**src/rrg_pkg.sv**
```systemverilog
// rrg_pkg: shared types, constants and helper functions of the rotated roi grid generator
// depends on nothing; imported by the response interface, the arithmetic unit and the top level
`default_nettype none

package rrg_pkg;

   localparam int FRAC_BITS     = 16;
   localparam int CORDIC_STAGES = 18;
   localparam int DIV_BITS      = 30;
   localparam int XY_W          = 34;
   localparam int Z_W           = 32;
   localparam int ACC_W         = 36;
   localparam int TRIG_W        = 18;
   localparam int SIDE_W        = 13;
   localparam int IDX_W         = 12;
   localparam int CSR_IDX_W     = 3;
   localparam int CSR_DATA_W    = 17;
   localparam int MAG_W         = 28;

   localparam logic [SIDE_W-1:0] MAX_SIDE  = 13'd4096;
   localparam logic signed [XY_W-1:0] CORDIC_X0 = 34'sd652032874;

   typedef enum logic [CSR_IDX_W-1:0] {
      CSR_CENTER_COL = 3'd0,
      CSR_CENTER_ROW = 3'd1,
      CSR_ANGLE      = 3'd2,
      CSR_BOX_WIDTH  = 3'd3,
      CSR_BOX_DEPTH  = 3'd4,
      CSR_DIRECTION  = 3'd5,
      CSR_LINE_SKIP  = 3'd6
   } csr_index_type;

   typedef enum logic [2:0] {
      ST_IDLE,
      ST_CORDIC,
      ST_TRIG,
      ST_MUL,
      ST_START,
      ST_DIV_LOAD,
      ST_DIV_RUN,
      ST_SKIP
   } state_type;

   typedef enum logic [1:0] {
      OP_NONE,
      OP_CORDIC,
      OP_DIV,
      OP_MUL
   } unit_op_type;

   typedef struct packed {
      logic        neg;
      logic signed [14:0] r;
   } angle_type;

   // atan(2^-i) in 0.01 degree scaled by 2^16
   function automatic logic signed [Z_W-1:0] atan_entry(input logic [4:0] i);
      logic signed [Z_W-1:0] v;
      unique case (i)
         5'd0:  v = 32'sd294912000;
         5'd1:  v = 32'sd174096719;
         5'd2:  v = 32'sd91987925;
         5'd3:  v = 32'sd46694507;
         5'd4:  v = 32'sd23437865;
         5'd5:  v = 32'sd11730358;
         5'd6:  v = 32'sd5866610;
         5'd7:  v = 32'sd2933484;
         5'd8:  v = 32'sd1466765;
         5'd9:  v = 32'sd733385;
         5'd10: v = 32'sd366693;
         5'd11: v = 32'sd183346;
         5'd12: v = 32'sd91673;
         5'd13: v = 32'sd45837;
         5'd14: v = 32'sd22918;
         5'd15: v = 32'sd11459;
         5'd16: v = 32'sd5730;
         5'd17: v = 32'sd2865;
         default: v = '0;
      endcase
      return v;
   endfunction

   // fold the angle into +-90 degrees, flagging a half-turn flip
   function automatic angle_type reduce_angle(input logic signed [16:0] a);
      logic signed [17:0] r;
      angle_type res;
      r = 18'(a);
      res.neg = 1'b0;
      if (r >= 18'sd36000) begin
         r = r - 18'sd36000;
      end else if (r <= -18'sd36000) begin
         r = r + 18'sd36000;
      end
      if (r >= 18'sd18000) begin
         r = r - 18'sd36000;
      end else if (r < -18'sd18000) begin
         r = r + 18'sd36000;
      end
      if (r > 18'sd9000) begin
         r = r - 18'sd18000;
         res.neg = 1'b1;
      end else if (r < -18'sd9000) begin
         r = r + 18'sd18000;
         res.neg = 1'b1;
      end
      res.r = r[14:0];
      return res;
   endfunction

   // round q30 cordic output to q16 with clamp to +-1.0 and optional flip
   function automatic logic signed [TRIG_W-1:0] trig_round(input logic signed [XY_W-1:0] v,
                                                          input logic neg);
      logic signed [XY_W-1:0] t;
      logic signed [19:0] s;
      logic signed [TRIG_W-1:0] c;
      t = v + 34'sd8192;
      s = t[XY_W-1:14];
      if (s > 20'sd65536) begin
         c = 18'sd65536;
      end else if (s < -20'sd65536) begin
         c = -18'sd65536;
      end else begin
         c = s[TRIG_W-1:0];
      end
      return neg ? -c : c;
   endfunction

   function automatic logic signed [31:0] sat32(input logic signed [ACC_W-1:0] v);
      logic signed [31:0] r;
      if (v > 36'sd2147483647) begin
         r = 32'sh7fffffff;
      end else if (v < -36'sd2147483648) begin
         r = 32'sh80000000;
      end else begin
         r = v[31:0];
      end
      return r;
   endfunction

endpackage

`default_nettype wire

```
**src/rrg_if.sv**
```systemverilog
// rrg_if: valid/ready channel interfaces for the request and response sides
// depends on rrg_pkg for field widths
`default_nettype none

interface rrg_req_if;
   logic valid;
   logic ready;
   logic restart;

   modport source (output valid, output restart, input ready);
   modport sink   (input valid, input restart, output ready);
endinterface

interface rrg_rsp_if
   import rrg_pkg::*;
();
   logic                    valid;
   logic                    ready;
   logic signed [31:0]      point_x;
   logic signed [31:0]      point_y;
   logic [IDX_W-1:0]        line_index;
   logic [IDX_W-1:0]        point_index;
   logic                    end_of_line;
   logic                    last;
   logic                    status;

   modport source (output valid, output point_x, output point_y, output line_index,
                   output point_index, output end_of_line, output last, output status,
                   input ready);
   modport sink   (input valid, input point_x, input point_y, input line_index,
                   input point_index, input end_of_line, input last, input status,
                   output ready);
endinterface

`default_nettype wire

```
**src/rotated_roi_grid_point_generator.sv**
```systemverilog
// rotated_roi_grid_point_generator: setup of a rotated roi sampling grid and point walk
// depends on rrg_pkg, rrg_if and rrg_unit
// restart with a valid configuration: busy after the accepting edge for the cordic rotation,
//   rounding, 4 multiplies, corner, 4 divides and 2 multiplies; all of it through the one rrg_unit
// advance ticks: one transaction per cycle unless the response is held, result in the cycle after acceptance
// reset (synchronous, active high): configuration and control registers back to their defaults, walk idle, no response
`default_nettype none

module rotated_roi_grid_point_generator
   import rrg_pkg::*;
(
   input  wire logic                  clock,
   input  wire logic                  reset,
   rrg_req_if.sink                    req_chan,
   rrg_rsp_if.source                  rsp_chan,
   input  wire logic                  csr_write_en,
   input  wire logic [CSR_IDX_W-1:0]  csr_index,
   input  wire logic [CSR_DATA_W-1:0] csr_wdata
);

   typedef struct packed {
      unit_op_type op;
      logic        ready;
   } ctrl_type;

   // configuration registers
   logic signed [14:0] center_col_ff;
   logic signed [14:0] center_row_ff;
   logic signed [16:0] angle_ff;
   logic [SIDE_W-1:0]  box_width_ff;
   logic [SIDE_W-1:0]  box_depth_ff;
   logic               direction_ff;
   logic [SIDE_W-1:0]  line_skip_ff;

   // sequencer
   state_type state_ff, state_in;
   logic [4:0] iter_ff;
   logic [1:0] k_ff;
   ctrl_type   ctrl;

   // setup datapath
   logic signed [XY_W-1:0]   x_ff, y_ff;
   logic signed [Z_W-1:0]    z_ff;
   logic                     neg_ff;
   logic signed [TRIG_W-1:0] cos_ff, sin_ff;
   logic [MAG_W-1:0]         mag_ff [4];
   logic [DIV_BITS-1:0]      dn_ff;
   logic [DIV_BITS-1:0]      q_ff;
   logic [13:0]              rem_ff;
   logic [13:0]              dd_ff;
   logic signed [TRIG_W-1:0] step_ff [4];
   logic signed [31:0]       skrs_x_ff, skrs_y_ff;

   // walk state
   logic signed [ACC_W-1:0] base_x_ff, base_y_ff;
   logic signed [ACC_W-1:0] cur_x_ff, cur_y_ff;
   logic [IDX_W-1:0]        lc_ff, pc_ff;
   logic                    active_ff;
   logic [SIDE_W-1:0]       walk_w_ff, walk_d_ff, walk_skip_ff;
   logic                    dir_ff;

   // response register
   logic               rsp_valid_ff;
   logic signed [31:0] rsp_x_ff, rsp_y_ff;
   logic [IDX_W-1:0]   rsp_line_ff, rsp_point_ff;
   logic               rsp_eol_ff, rsp_last_ff, rsp_status_ff;

   // unit connections
   logic signed [XY_W-1:0] u_x, u_y;
   logic signed [Z_W-1:0]  u_z;
   logic [13:0]            u_rem;
   logic                   u_qbit;
   logic signed [32:0]     u_prod;
   logic signed [18:0]     mul_a;
   logic signed [13:0]     mul_b;

   logic       accept;
   logic       bad_cfg;
   angle_type  ang;
   logic       c_neg, s_neg;
   logic [16:0] c_mag, s_mag;
   logic [11:0] hw, hd;
   logic        eol, fin;
   logic [SIDE_W:0] lc_sum;
   logic [SIDE_W-1:0] div_side;
   logic signed [ACC_W-1:0] start_x, start_y;
   logic [17:0] q_mag;
   logic        q_neg;
   logic signed [ACC_W-1:0] base_x_nx, base_y_nx;

   assign accept  = req_chan.valid && ctrl.ready;
   assign bad_cfg = (box_width_ff == '0) || (box_depth_ff == '0) || (line_skip_ff == '0) ||
                    (box_width_ff > MAX_SIDE) || (box_depth_ff > MAX_SIDE);
   assign ang     = reduce_angle(angle_ff);

   assign c_neg = cos_ff[TRIG_W-1];
   assign s_neg = sin_ff[TRIG_W-1];
   assign c_mag = c_neg ? 17'(-cos_ff) : 17'(cos_ff);
   assign s_mag = s_neg ? 17'(-sin_ff) : 17'(sin_ff);
   assign hw    = walk_w_ff[SIDE_W-1:1];
   assign hd    = walk_d_ff[SIDE_W-1:1];

   // multiplier operands: four magnitudes for the corner and divides, then skip * row step
   always_comb begin
      mul_a = '0;
      mul_b = '0;
      if (state_ff == ST_MUL) begin
         unique case (k_ff)
            2'd0: begin mul_a = 19'({2'b0, c_mag}); mul_b = 14'({2'b0, hw}); end
            2'd1: begin mul_a = 19'({2'b0, s_mag}); mul_b = 14'({2'b0, hw}); end
            2'd2: begin mul_a = 19'({2'b0, s_mag}); mul_b = 14'({2'b0, hd}); end
            default: begin mul_a = 19'({2'b0, c_mag}); mul_b = 14'({2'b0, hd}); end
         endcase
      end else begin
         mul_a = k_ff[0] ? 19'(step_ff[1]) : 19'(step_ff[0]);
         mul_b = 14'({1'b0, walk_skip_ff});
      end
   end

   rrg_unit u_unit (
      .op        (ctrl.op),
      .x_i       (x_ff),
      .y_i       (y_ff),
      .z_i       (z_ff),
      .iter_i    (iter_ff),
      .rem_i     (rem_ff),
      .nbit_i    (dn_ff[DIV_BITS-1]),
      .divisor_i (dd_ff),
      .mul_a_i   (mul_a),
      .mul_b_i   (mul_b),
      .x_o       (u_x),
      .y_o       (u_y),
      .z_o       (u_z),
      .rem_o     (u_rem),
      .qbit_o    (u_qbit),
      .prod_o    (u_prod)
   );

   // first corner: center plus rotated (-hw, s*hd), all terms exact in q16
   always_comb begin
      start_x = ACC_W'(center_col_ff) <<< FRAC_BITS;
      start_y = ACC_W'(center_row_ff) <<< FRAC_BITS;
      start_x = c_neg ? start_x + ACC_W'(mag_ff[0]) : start_x - ACC_W'(mag_ff[0]);
      start_x = (dir_ff ^ s_neg) ? start_x + ACC_W'(mag_ff[2]) : start_x - ACC_W'(mag_ff[2]);
      start_y = s_neg ? start_y + ACC_W'(mag_ff[1]) : start_y - ACC_W'(mag_ff[1]);
      start_y = (dir_ff ^ c_neg) ? start_y - ACC_W'(mag_ff[3]) : start_y + ACC_W'(mag_ff[3]);
   end

   // divide operands and signs: row x, row y, column x, column y
   assign div_side = k_ff[1] ? walk_d_ff : walk_w_ff;
   always_comb begin
      unique case (k_ff)
         2'd0: q_neg = c_neg;
         2'd1: q_neg = s_neg;
         2'd2: q_neg = dir_ff ^ s_neg;
         default: q_neg = ~(dir_ff ^ c_neg);
      endcase
   end
   assign q_mag = {1'b0, q_ff[16:0]};

   // walk bookkeeping
   assign eol       = ({1'b0, pc_ff} + 13'd1) >= walk_d_ff;
   assign lc_sum    = {2'b0, lc_ff} + {1'b0, walk_skip_ff};
   assign fin       = eol && (lc_sum >= {1'b0, walk_w_ff});
   assign base_x_nx = base_x_ff + ACC_W'(skrs_x_ff);
   assign base_y_nx = base_y_ff + ACC_W'(skrs_y_ff);

   // next state
   always_comb begin
      state_in = state_ff;
      unique case (state_ff)
         ST_IDLE:     if (accept && req_chan.restart && !bad_cfg) begin
                         state_in = ST_CORDIC;
                      end
         ST_CORDIC:   if (iter_ff == 5'(CORDIC_STAGES - 1)) begin
                         state_in = ST_TRIG;
                      end
         ST_TRIG:     state_in = ST_MUL;
         ST_MUL:      if (k_ff == 2'd3) begin
                         state_in = ST_START;
                      end
         ST_START:    state_in = ST_DIV_LOAD;
         ST_DIV_LOAD: state_in = ST_DIV_RUN;
         ST_DIV_RUN:  if (iter_ff == 5'(DIV_BITS - 1)) begin
                         state_in = (k_ff == 2'd3) ? ST_SKIP : ST_DIV_LOAD;
                      end
         ST_SKIP:     if (k_ff == 2'd1) begin
                         state_in = ST_IDLE;
                      end
         default:     state_in = ST_IDLE;
      endcase
   end

   // sequencer outputs
   always_comb begin
      ctrl.op    = OP_NONE;
      ctrl.ready = 1'b0;
      unique case (state_ff)
         ST_IDLE:    ctrl.ready = !rsp_valid_ff || rsp_chan.ready;
         ST_CORDIC:  ctrl.op = OP_CORDIC;
         ST_MUL:     ctrl.op = OP_MUL;
         ST_SKIP:    ctrl.op = OP_MUL;
         ST_DIV_RUN: ctrl.op = OP_DIV;
         default:    ctrl.op = OP_NONE;
      endcase
   end

   assign req_chan.ready = ctrl.ready;

   // configuration writes
   always_ff @(posedge clock) begin
      if (reset) begin
         center_col_ff <= '0;
         center_row_ff <= '0;
         angle_ff      <= '0;
         box_width_ff  <= 13'd1;
         box_depth_ff  <= 13'd1;
         direction_ff  <= 1'b0;
         line_skip_ff  <= 13'd1;
      end else if (csr_write_en) begin
         unique case (csr_index)
            CSR_CENTER_COL: center_col_ff <= csr_wdata[14:0];
            CSR_CENTER_ROW: center_row_ff <= csr_wdata[14:0];
            CSR_ANGLE:      angle_ff      <= csr_wdata;
            CSR_BOX_WIDTH:  box_width_ff  <= csr_wdata[SIDE_W-1:0];
            CSR_BOX_DEPTH:  box_depth_ff  <= csr_wdata[SIDE_W-1:0];
            CSR_DIRECTION:  direction_ff  <= csr_wdata[0];
            CSR_LINE_SKIP:  line_skip_ff  <= csr_wdata[SIDE_W-1:0];
            default: ;
         endcase
      end
   end

   // sequencer and control state
   always_ff @(posedge clock) begin
      if (reset) begin
         state_ff     <= ST_IDLE;
         iter_ff      <= '0;
         k_ff         <= '0;
         active_ff    <= 1'b0;
         rsp_valid_ff <= 1'b0;
      end else begin
         state_ff <= state_in;
         unique case (state_ff)
            ST_CORDIC:   iter_ff <= (state_in == ST_CORDIC) ? iter_ff + 5'd1 : '0;
            ST_DIV_RUN:  iter_ff <= (state_in == ST_DIV_RUN) ? iter_ff + 5'd1 : '0;
            default:     iter_ff <= '0;
         endcase
         unique case (state_ff)
            ST_MUL, ST_DIV_RUN, ST_SKIP: begin
               if (state_in != state_ff || state_ff == ST_MUL || state_ff == ST_SKIP) begin
                  k_ff <= (state_in == ST_START || state_in == ST_IDLE ||
                           state_in == ST_SKIP && state_ff == ST_DIV_RUN) ? 2'd0 : k_ff + 2'd1;
               end
            end
            default: ;
         endcase
         if (state_ff == ST_TRIG) begin
            k_ff <= '0;
         end
         // response register, a new transaction is taken only while no result is held or the held one leaves
         if (accept && (req_chan.restart ? bad_cfg : active_ff)) begin
            rsp_valid_ff <= 1'b1;
         end else if (rsp_chan.ready) begin
            rsp_valid_ff <= 1'b0;
         end
         if (accept && req_chan.restart) begin
            active_ff <= 1'b0;
         end else if (accept && active_ff && fin) begin
            active_ff <= 1'b0;
         end else if (state_ff == ST_SKIP && state_in == ST_IDLE) begin
            active_ff <= 1'b1;
         end
      end
   end

   // datapath registers
   always_ff @(posedge clock) begin
      unique case (state_ff)
         ST_IDLE: begin
            if (accept && req_chan.restart && !bad_cfg) begin
               walk_w_ff    <= box_width_ff;
               walk_d_ff    <= box_depth_ff;
               walk_skip_ff <= line_skip_ff;
               dir_ff       <= direction_ff;
               x_ff         <= CORDIC_X0;
               y_ff         <= '0;
               z_ff         <= Z_W'(ang.r) <<< FRAC_BITS;
               neg_ff       <= ang.neg;
            end
         end
         ST_CORDIC: begin
            x_ff <= u_x;
            y_ff <= u_y;
            z_ff <= u_z;
         end
         ST_TRIG: begin
            cos_ff <= trig_round(x_ff, neg_ff);
            sin_ff <= trig_round(y_ff, neg_ff);
         end
         ST_MUL: begin
            mag_ff[k_ff] <= u_prod[MAG_W-1:0];
         end
         ST_START: begin
            base_x_ff <= start_x;
            base_y_ff <= start_y;
            cur_x_ff  <= start_x;
            cur_y_ff  <= start_y;
         end
         ST_DIV_LOAD: begin
            // round to nearest: (4*mag + side) / (2*side)
            dn_ff  <= {mag_ff[k_ff], 2'b00} + DIV_BITS'(div_side);
            dd_ff  <= {div_side, 1'b0};
            rem_ff <= '0;
            q_ff   <= '0;
         end
         ST_DIV_RUN: begin
            rem_ff <= u_rem;
            dn_ff  <= {dn_ff[DIV_BITS-2:0], 1'b0};
            q_ff   <= {q_ff[DIV_BITS-2:0], u_qbit};
            if (iter_ff == 5'(DIV_BITS - 1)) begin
               step_ff[k_ff] <= q_neg ? -{q_mag[16:0], u_qbit} : {q_mag[16:0], u_qbit};
            end
         end
         ST_SKIP: begin
            if (k_ff[0]) begin
               skrs_y_ff <= u_prod[31:0];
            end else begin
               skrs_x_ff <= u_prod[31:0];
            end
         end
         default: ;
      endcase

      // walk advance
      if (state_ff == ST_IDLE && accept && !req_chan.restart && active_ff && !fin) begin
         if (eol) begin
            lc_ff     <= lc_sum[IDX_W-1:0];
            pc_ff     <= '0;
            base_x_ff <= base_x_nx;
            base_y_ff <= base_y_nx;
            cur_x_ff  <= base_x_nx;
            cur_y_ff  <= base_y_nx;
         end else begin
            pc_ff    <= pc_ff + 12'd1;
            cur_x_ff <= cur_x_ff + ACC_W'(step_ff[2]);
            cur_y_ff <= cur_y_ff + ACC_W'(step_ff[3]);
         end
      end
      if (state_ff == ST_START) begin
         lc_ff <= '0;
         pc_ff <= '0;
      end

      // response payload
      if (accept && req_chan.restart) begin
         rsp_x_ff      <= '0;
         rsp_y_ff      <= '0;
         rsp_line_ff   <= '0;
         rsp_point_ff  <= '0;
         rsp_eol_ff    <= 1'b0;
         rsp_last_ff   <= 1'b0;
         rsp_status_ff <= 1'b1;
      end else if (accept && active_ff) begin
         rsp_x_ff      <= sat32(cur_x_ff);
         rsp_y_ff      <= sat32(cur_y_ff);
         rsp_line_ff   <= lc_ff;
         rsp_point_ff  <= pc_ff;
         rsp_eol_ff    <= eol;
         rsp_last_ff   <= fin;
         rsp_status_ff <= 1'b0;
      end
   end

   assign rsp_chan.valid       = rsp_valid_ff;
   assign rsp_chan.point_x     = rsp_x_ff;
   assign rsp_chan.point_y     = rsp_y_ff;
   assign rsp_chan.line_index  = rsp_line_ff;
   assign rsp_chan.point_index = rsp_point_ff;
   assign rsp_chan.end_of_line = rsp_eol_ff;
   assign rsp_chan.last        = rsp_last_ff;
   assign rsp_chan.status      = rsp_status_ff;

endmodule

`default_nettype wire

```
**src/rrg_unit.sv**
```systemverilog
// rrg_unit: shared arithmetic step (cordic rotation, restoring divide bit, small multiply)
// depends on rrg_pkg
`default_nettype none

module rrg_unit
   import rrg_pkg::*;
(
   input  wire unit_op_type            op,
   input  wire logic signed [XY_W-1:0] x_i,
   input  wire logic signed [XY_W-1:0] y_i,
   input  wire logic signed [Z_W-1:0]  z_i,
   input  wire logic [4:0]             iter_i,
   input  wire logic [13:0]            rem_i,
   input  wire logic                   nbit_i,
   input  wire logic [13:0]            divisor_i,
   input  wire logic signed [18:0]     mul_a_i,
   input  wire logic signed [13:0]     mul_b_i,
   output logic signed [XY_W-1:0]      x_o,
   output logic signed [XY_W-1:0]      y_o,
   output logic signed [Z_W-1:0]       z_o,
   output logic [13:0]                 rem_o,
   output logic                        qbit_o,
   output logic signed [32:0]          prod_o
);

   logic signed [XY_W-1:0] xs;
   logic signed [XY_W-1:0] ys;
   logic [14:0]            rem2;
   logic [14:0]            diff;

   assign xs   = x_i >>> iter_i;
   assign ys   = y_i >>> iter_i;
   assign rem2 = {rem_i, nbit_i};
   assign diff = rem2 - {1'b0, divisor_i};

   always_comb begin
      x_o    = x_i;
      y_o    = y_i;
      z_o    = z_i;
      rem_o  = rem_i;
      qbit_o = 1'b0;
      prod_o = '0;
      unique case (op)
         OP_CORDIC: begin
            if (z_i >= 0) begin
               x_o = x_i - ys;
               y_o = y_i + xs;
               z_o = z_i - atan_entry(iter_i);
            end else begin
               x_o = x_i + ys;
               y_o = y_i - xs;
               z_o = z_i + atan_entry(iter_i);
            end
         end
         OP_DIV: begin
            if (rem2 >= {1'b0, divisor_i}) begin
               rem_o  = diff[13:0];
               qbit_o = 1'b1;
            end else begin
               rem_o  = rem2[13:0];
            end
         end
         OP_MUL: begin
            prod_o = 33'(mul_a_i) * 33'(mul_b_i);
         end
         OP_NONE: begin
         end
         default: begin
         end
      endcase
   end

endmodule

`default_nettype wire
```
**src/flat_wrapper.sv**
```systemverilog
// flat-port wrapper written by rule: the top's interface ports become plain ports
module rotated_roi_grid_point_generator_flat import rrg_pkg::*;
  (clock, reset, csr_write_en, csr_index, csr_wdata, req_chan_valid, req_chan_restart, req_chan_ready, rsp_chan_valid, rsp_chan_point_x, rsp_chan_point_y, rsp_chan_line_index, rsp_chan_point_index, rsp_chan_end_of_line, rsp_chan_last, rsp_chan_status, rsp_chan_ready);
  rrg_req_if req_chan_i ();
  rrg_rsp_if rsp_chan_i ();
  input  wire logic clock;
  input  wire logic reset;
  input  wire logic csr_write_en;
  input  wire logic [CSR_IDX_W-1:0] csr_index;
  input  wire logic [CSR_DATA_W-1:0] csr_wdata;
  input wire logic [$bits(req_chan_i.valid)-1:0] req_chan_valid;
  input wire logic [$bits(req_chan_i.restart)-1:0] req_chan_restart;
  output wire logic [$bits(req_chan_i.ready)-1:0] req_chan_ready;
  output wire logic [$bits(rsp_chan_i.valid)-1:0] rsp_chan_valid;
  output wire logic [$bits(rsp_chan_i.point_x)-1:0] rsp_chan_point_x;
  output wire logic [$bits(rsp_chan_i.point_y)-1:0] rsp_chan_point_y;
  output wire logic [$bits(rsp_chan_i.line_index)-1:0] rsp_chan_line_index;
  output wire logic [$bits(rsp_chan_i.point_index)-1:0] rsp_chan_point_index;
  output wire logic [$bits(rsp_chan_i.end_of_line)-1:0] rsp_chan_end_of_line;
  output wire logic [$bits(rsp_chan_i.last)-1:0] rsp_chan_last;
  output wire logic [$bits(rsp_chan_i.status)-1:0] rsp_chan_status;
  input wire logic [$bits(rsp_chan_i.ready)-1:0] rsp_chan_ready;
  assign req_chan_i.valid = req_chan_valid;
  assign req_chan_i.restart = req_chan_restart;
  assign req_chan_ready = req_chan_i.ready;
  assign rsp_chan_valid = rsp_chan_i.valid;
  assign rsp_chan_point_x = rsp_chan_i.point_x;
  assign rsp_chan_point_y = rsp_chan_i.point_y;
  assign rsp_chan_line_index = rsp_chan_i.line_index;
  assign rsp_chan_point_index = rsp_chan_i.point_index;
  assign rsp_chan_end_of_line = rsp_chan_i.end_of_line;
  assign rsp_chan_last = rsp_chan_i.last;
  assign rsp_chan_status = rsp_chan_i.status;
  assign rsp_chan_i.ready = rsp_chan_ready;
  rotated_roi_grid_point_generator u_core (.clock(clock), .reset(reset), .req_chan(req_chan_i), .rsp_chan(rsp_chan_i), .csr_write_en(csr_write_en), .csr_index(csr_index), .csr_wdata(csr_wdata));
endmodule
```
**config.mk**
```make
export PLATFORM = sky130hd
export DESIGN_NAME = rotated_roi_grid_point_generator_flat
export DESIGN_NICKNAME = d
export VERILOG_FILES = /design/src/rrg_pkg.sv /design/src/rrg_if.sv /design/src/rotated_roi_grid_point_generator.sv /design/src/rrg_unit.sv /design/src/flat_wrapper.sv
export SDC_FILE = /design/constraint.sdc
export NUM_CORES = 2
export LEC_CHECK = 0
export BUFFER_PORTS_ARGS = -buffer_cell sky130_fd_sc_hd__buf_2
export CAP_MARGIN = 20
export CORE_ASPECT_RATIO = 1.2
export CORE_MARGIN = 3
export CORE_UTILIZATION = 29
export CTS_BUF_LIST = sky130_fd_sc_hd__clkbuf_4 sky130_fd_sc_hd__clkbuf_8 sky130_fd_sc_hd__clkbuf_16
export DETAILED_ROUTE_END_ITERATION = 7
export SYNTH_ARGS = -nofsm -noshare
export SYNTH_HDL_FRONTEND = slang
export SYNTH_SLANG_ARGS = --single-unit
export TNS_END_PERCENT = 100
```
**constraint.sdc**
```tcl
create_clock -name clock -period 15.18 [get_ports clock]
set_input_delay 1.518 -clock clock [delete_from_list [all_inputs] [get_ports clock]]
set_output_delay 1.518 -clock clock [all_outputs]
set_load 0.1 [all_outputs]
```
==> metrics.csv <==
metric;value;unit
Nets;8952;
top cells by area, synth;edfxtp_1 24%, ha_1 9.2%, dfxtp_1 8.7%;
Syn Area/Cell;8.931;um2
area of the core;250000;um2
Crit-path slowest cell;nor3_1;
die area;257400;um2
DRC;0;
Final Max Slew Viols;0;
PortBufs;118;
Worst Skew;76.16;ps
GPL Wtd Cong;1.011;
post-DR wirelength/cell;21.36;um
Clock Latency Late Sink;790;ps
Worst path max stage delay;820;ps
post-layout util;32.34;%
Max VDD drop;0.0001061;V
commonest non-fill, non-tap cell in the layout;nand2_1;
share of the synthesized area in the top cell type;23.52;%
worst slew pin tran;1163;ps
mapped cell area;72890;um2
worst hold path class;reg -> reg;
WS Path Type;reg -> reg;
Cells after Synth;8162;
initial core utilization;29.16;%
final count of negative-setup-slack endpoints;0;
Max-slew headroom;22.05;%
Fillers;25781;
Syn-to-layout area delta;10.92;%
Post-CTS Setup Repair Bufs;0;
Period minus WS final;10120;ps
worst setup margin;5063;ps
H-tree levels;3;
CP startpoint;u_core.sin_ff[1];
DP HPWL;195000;um
Synth Net Count;8962;
CP required;15550;ps
antenna violations before repair;9;
pre-CTS WS;4997;ps
Remaining Overflow, GRT;0;
vias in the first global route;60827;
crit start category;flop;
# rows;201;
most frequent CP cell;fa_1;
clock transition at the registers of the reported paths;60;ps
die width;463.7;um
I/O pins;119;
DR pass1 iterations;5;
Root Buffer;clkbuf_16;
synthesis-stage register bit count;888;
post-synthesis cell type count;107;
hold path startpoint;u_core.rsp_chan.point_x[10];
die height;555.2;um
largest net degree at the start of global routing;90;
delay-heaviest family, CP;adder cells;
status;completed;
CP Data Arrival Time;10490;ps
commonest non-fill, non-tap cells in the layout;1002 x nand2_1, 699 x nor2_1, 599 x a21oi_1;
fraction of layout cells with a size suffix above 1;8.058;%
via count;61838;
Main synth FF type;edfxtp_1;
design area;80850;um2
CTS tree;yes;
post-cts repair resize count;0;
crit-path max FO;12;
post-route ant nets;0;
DR iter-0 viols;5300;
max_cap viols;0;
Max clock buf depth;3;
Fin. Hold Viols;0;
RSZ-0062 raised after global routing;no;
worst r2r src;u_core.sin_ff[1];
asr flop ratio synth;0;%
CTS Hold Bufs;0;
Post-synth EDFFs;571;
TritonCTS Sinks;888;
post-synthesis sequential area ratio;32.23;%
setup TNS;0;ps
final period utilization;66.65;%
Fmax;0.09885;GHz
Post-DP Area;77280;um2
Syn. warnings;0;
crit path buf inv count;6;
Yosys top cell by area;edfxtp_1;
routed vias/inst;5.332;
LEAKAGE;0.03217;uW
CTS Buf Count;103;
GR Util All Layers;18.59;%
Critical Path Sink Type;flop;
Post-Route WL;247700;um
pwr dens;108.5;nW/um2
first-pass GRT wire length;372300;um
per-layer routing:
metal / wire length [um] / global-route usage, % / vias up
li1: - / - / 28916
met1: 98930 / 22.34 / 30324
met2: 121000 / 32.52 / 2094
met3: 14390 / 2.507 / 504
met4: 13390 / 9.086 / 0
met5: 0 / 0.03741 / -
through the flow:
| stage | cells | hold slack, ps | power, uW |
|---|---|---|---|
| 2_1_floorplan | 8162 | 408.0 | 5254 |
| 3_3_place_gp | 11389 | 423.9 | 6164 |
| 3_5_place_dp | 11390 | 424.9 | 6216 |
| 4_1_cts | 11583 | 433.9 | 8782 |
| 5_1_grt | 11592 | 454.3 | 9266 |
| 6_report | 11597 | 430.7 | 8769 |
tightest hold or removal path, stage by stage (launching register included):
cell and delay (ps):
dfxtp_1 300, nand2_1 50, nand2_1 40
power by group:
group / total, uW / switching, uW / internal, uW
registers: 2800 / 121 / 2680
clock network: 2550 / 1100 / 1450
logic: 3420 / 2070 / 1350
total: 8770 / 3290 / 5480
layout make-up:
class	count	area, um2	share of cell area [%]
Antenna cell	8	20.02	0.02476
Clock buffer	147	2988	3.695
Clock inverter	46	486.7	0.6020
Inverter	599	2248	2.781
Multi-Input combinational cell	6331	45970	56.85
Sequential cell	888	23500	29.07
Tap cell	3349	4190	5.183
Timing Repair Buffer	229	1451	1.795
cell families after synthesis:
group	count (synthesis)	share of synthesized area (%)
XOR/XNOR	685	8.261
flip-flops	888	32.23
buffers and inverters	943	4.907
AND/OR/NAND/NOR	2585	16.03
multiplexers	234	5.151
adder cells (fa/ha/maj)	774	15.74
AO/OA/AOI/OAI	2053	17.68
flip-flops by register name, summed over array words and instances, names as in the netlist, 30 cells and up, named ones only:
| name | count |
|---|---|
| u_core.step_ff | 72 |
| u_core.skrs_x_ff | 32 |
| u_core.cur_y_ff | 36 |
| u_core.mag_ff | 112 |
| u_core.base_y_ff | 36 |
| u_core.z_ff | 32 |
| u_core.base_x_ff | 36 |
| u_core.skrs_y_ff | 32 |
| u_core.cur_x_ff | 36 |
| u_core.x_ff | 34 |
| u_core.dn_ff | 30 |
| u_core.rsp_chan.point_x | 32 |
| u_core.y_ff | 34 |
| u_core.rsp_chan.point_y | 32 |
final timing paths:
kind / slack, ps / endpoint / cells past startpoint
min: 430 / u_core.rsp_chan.point_x[10] / 2
max: 5060 / u_core.skrs_y_ff[25] / 35
max reg2reg: 5060 / u_core.skrs_y_ff[25] / 35
min reg2reg: 430 / u_core.rsp_chan.point_x[10] / 2
synth_stat cells (33+ instances only):
library cell and count:
xor2_1 300, nand2b_1 87, buf_1 48, fa_1 238, nor2b_1 95, nor3_1 157
nor2_1 707, o21bai_1 59, clkbuf_1 279, mux2i_1 95, a21oi_1 600, a22oi_1 48
xnor2_1 382, a21o_1 138, and3_1 77, and2_1 74, mux4_2 110, o21ai_0 515
edfxtp_1 571, a31oi_1 60, dfxtp_1 317, o21a_1 88, nand2_1 1003, a22o_1 45
ha_1 536, nor4_1 48, o211ai_1 33, nand3_1 132, o22ai_1 68, a211oi_1 62
inv_1 596, o31ai_1 69, or3_1 59
(Power assumes the default switching activity.)
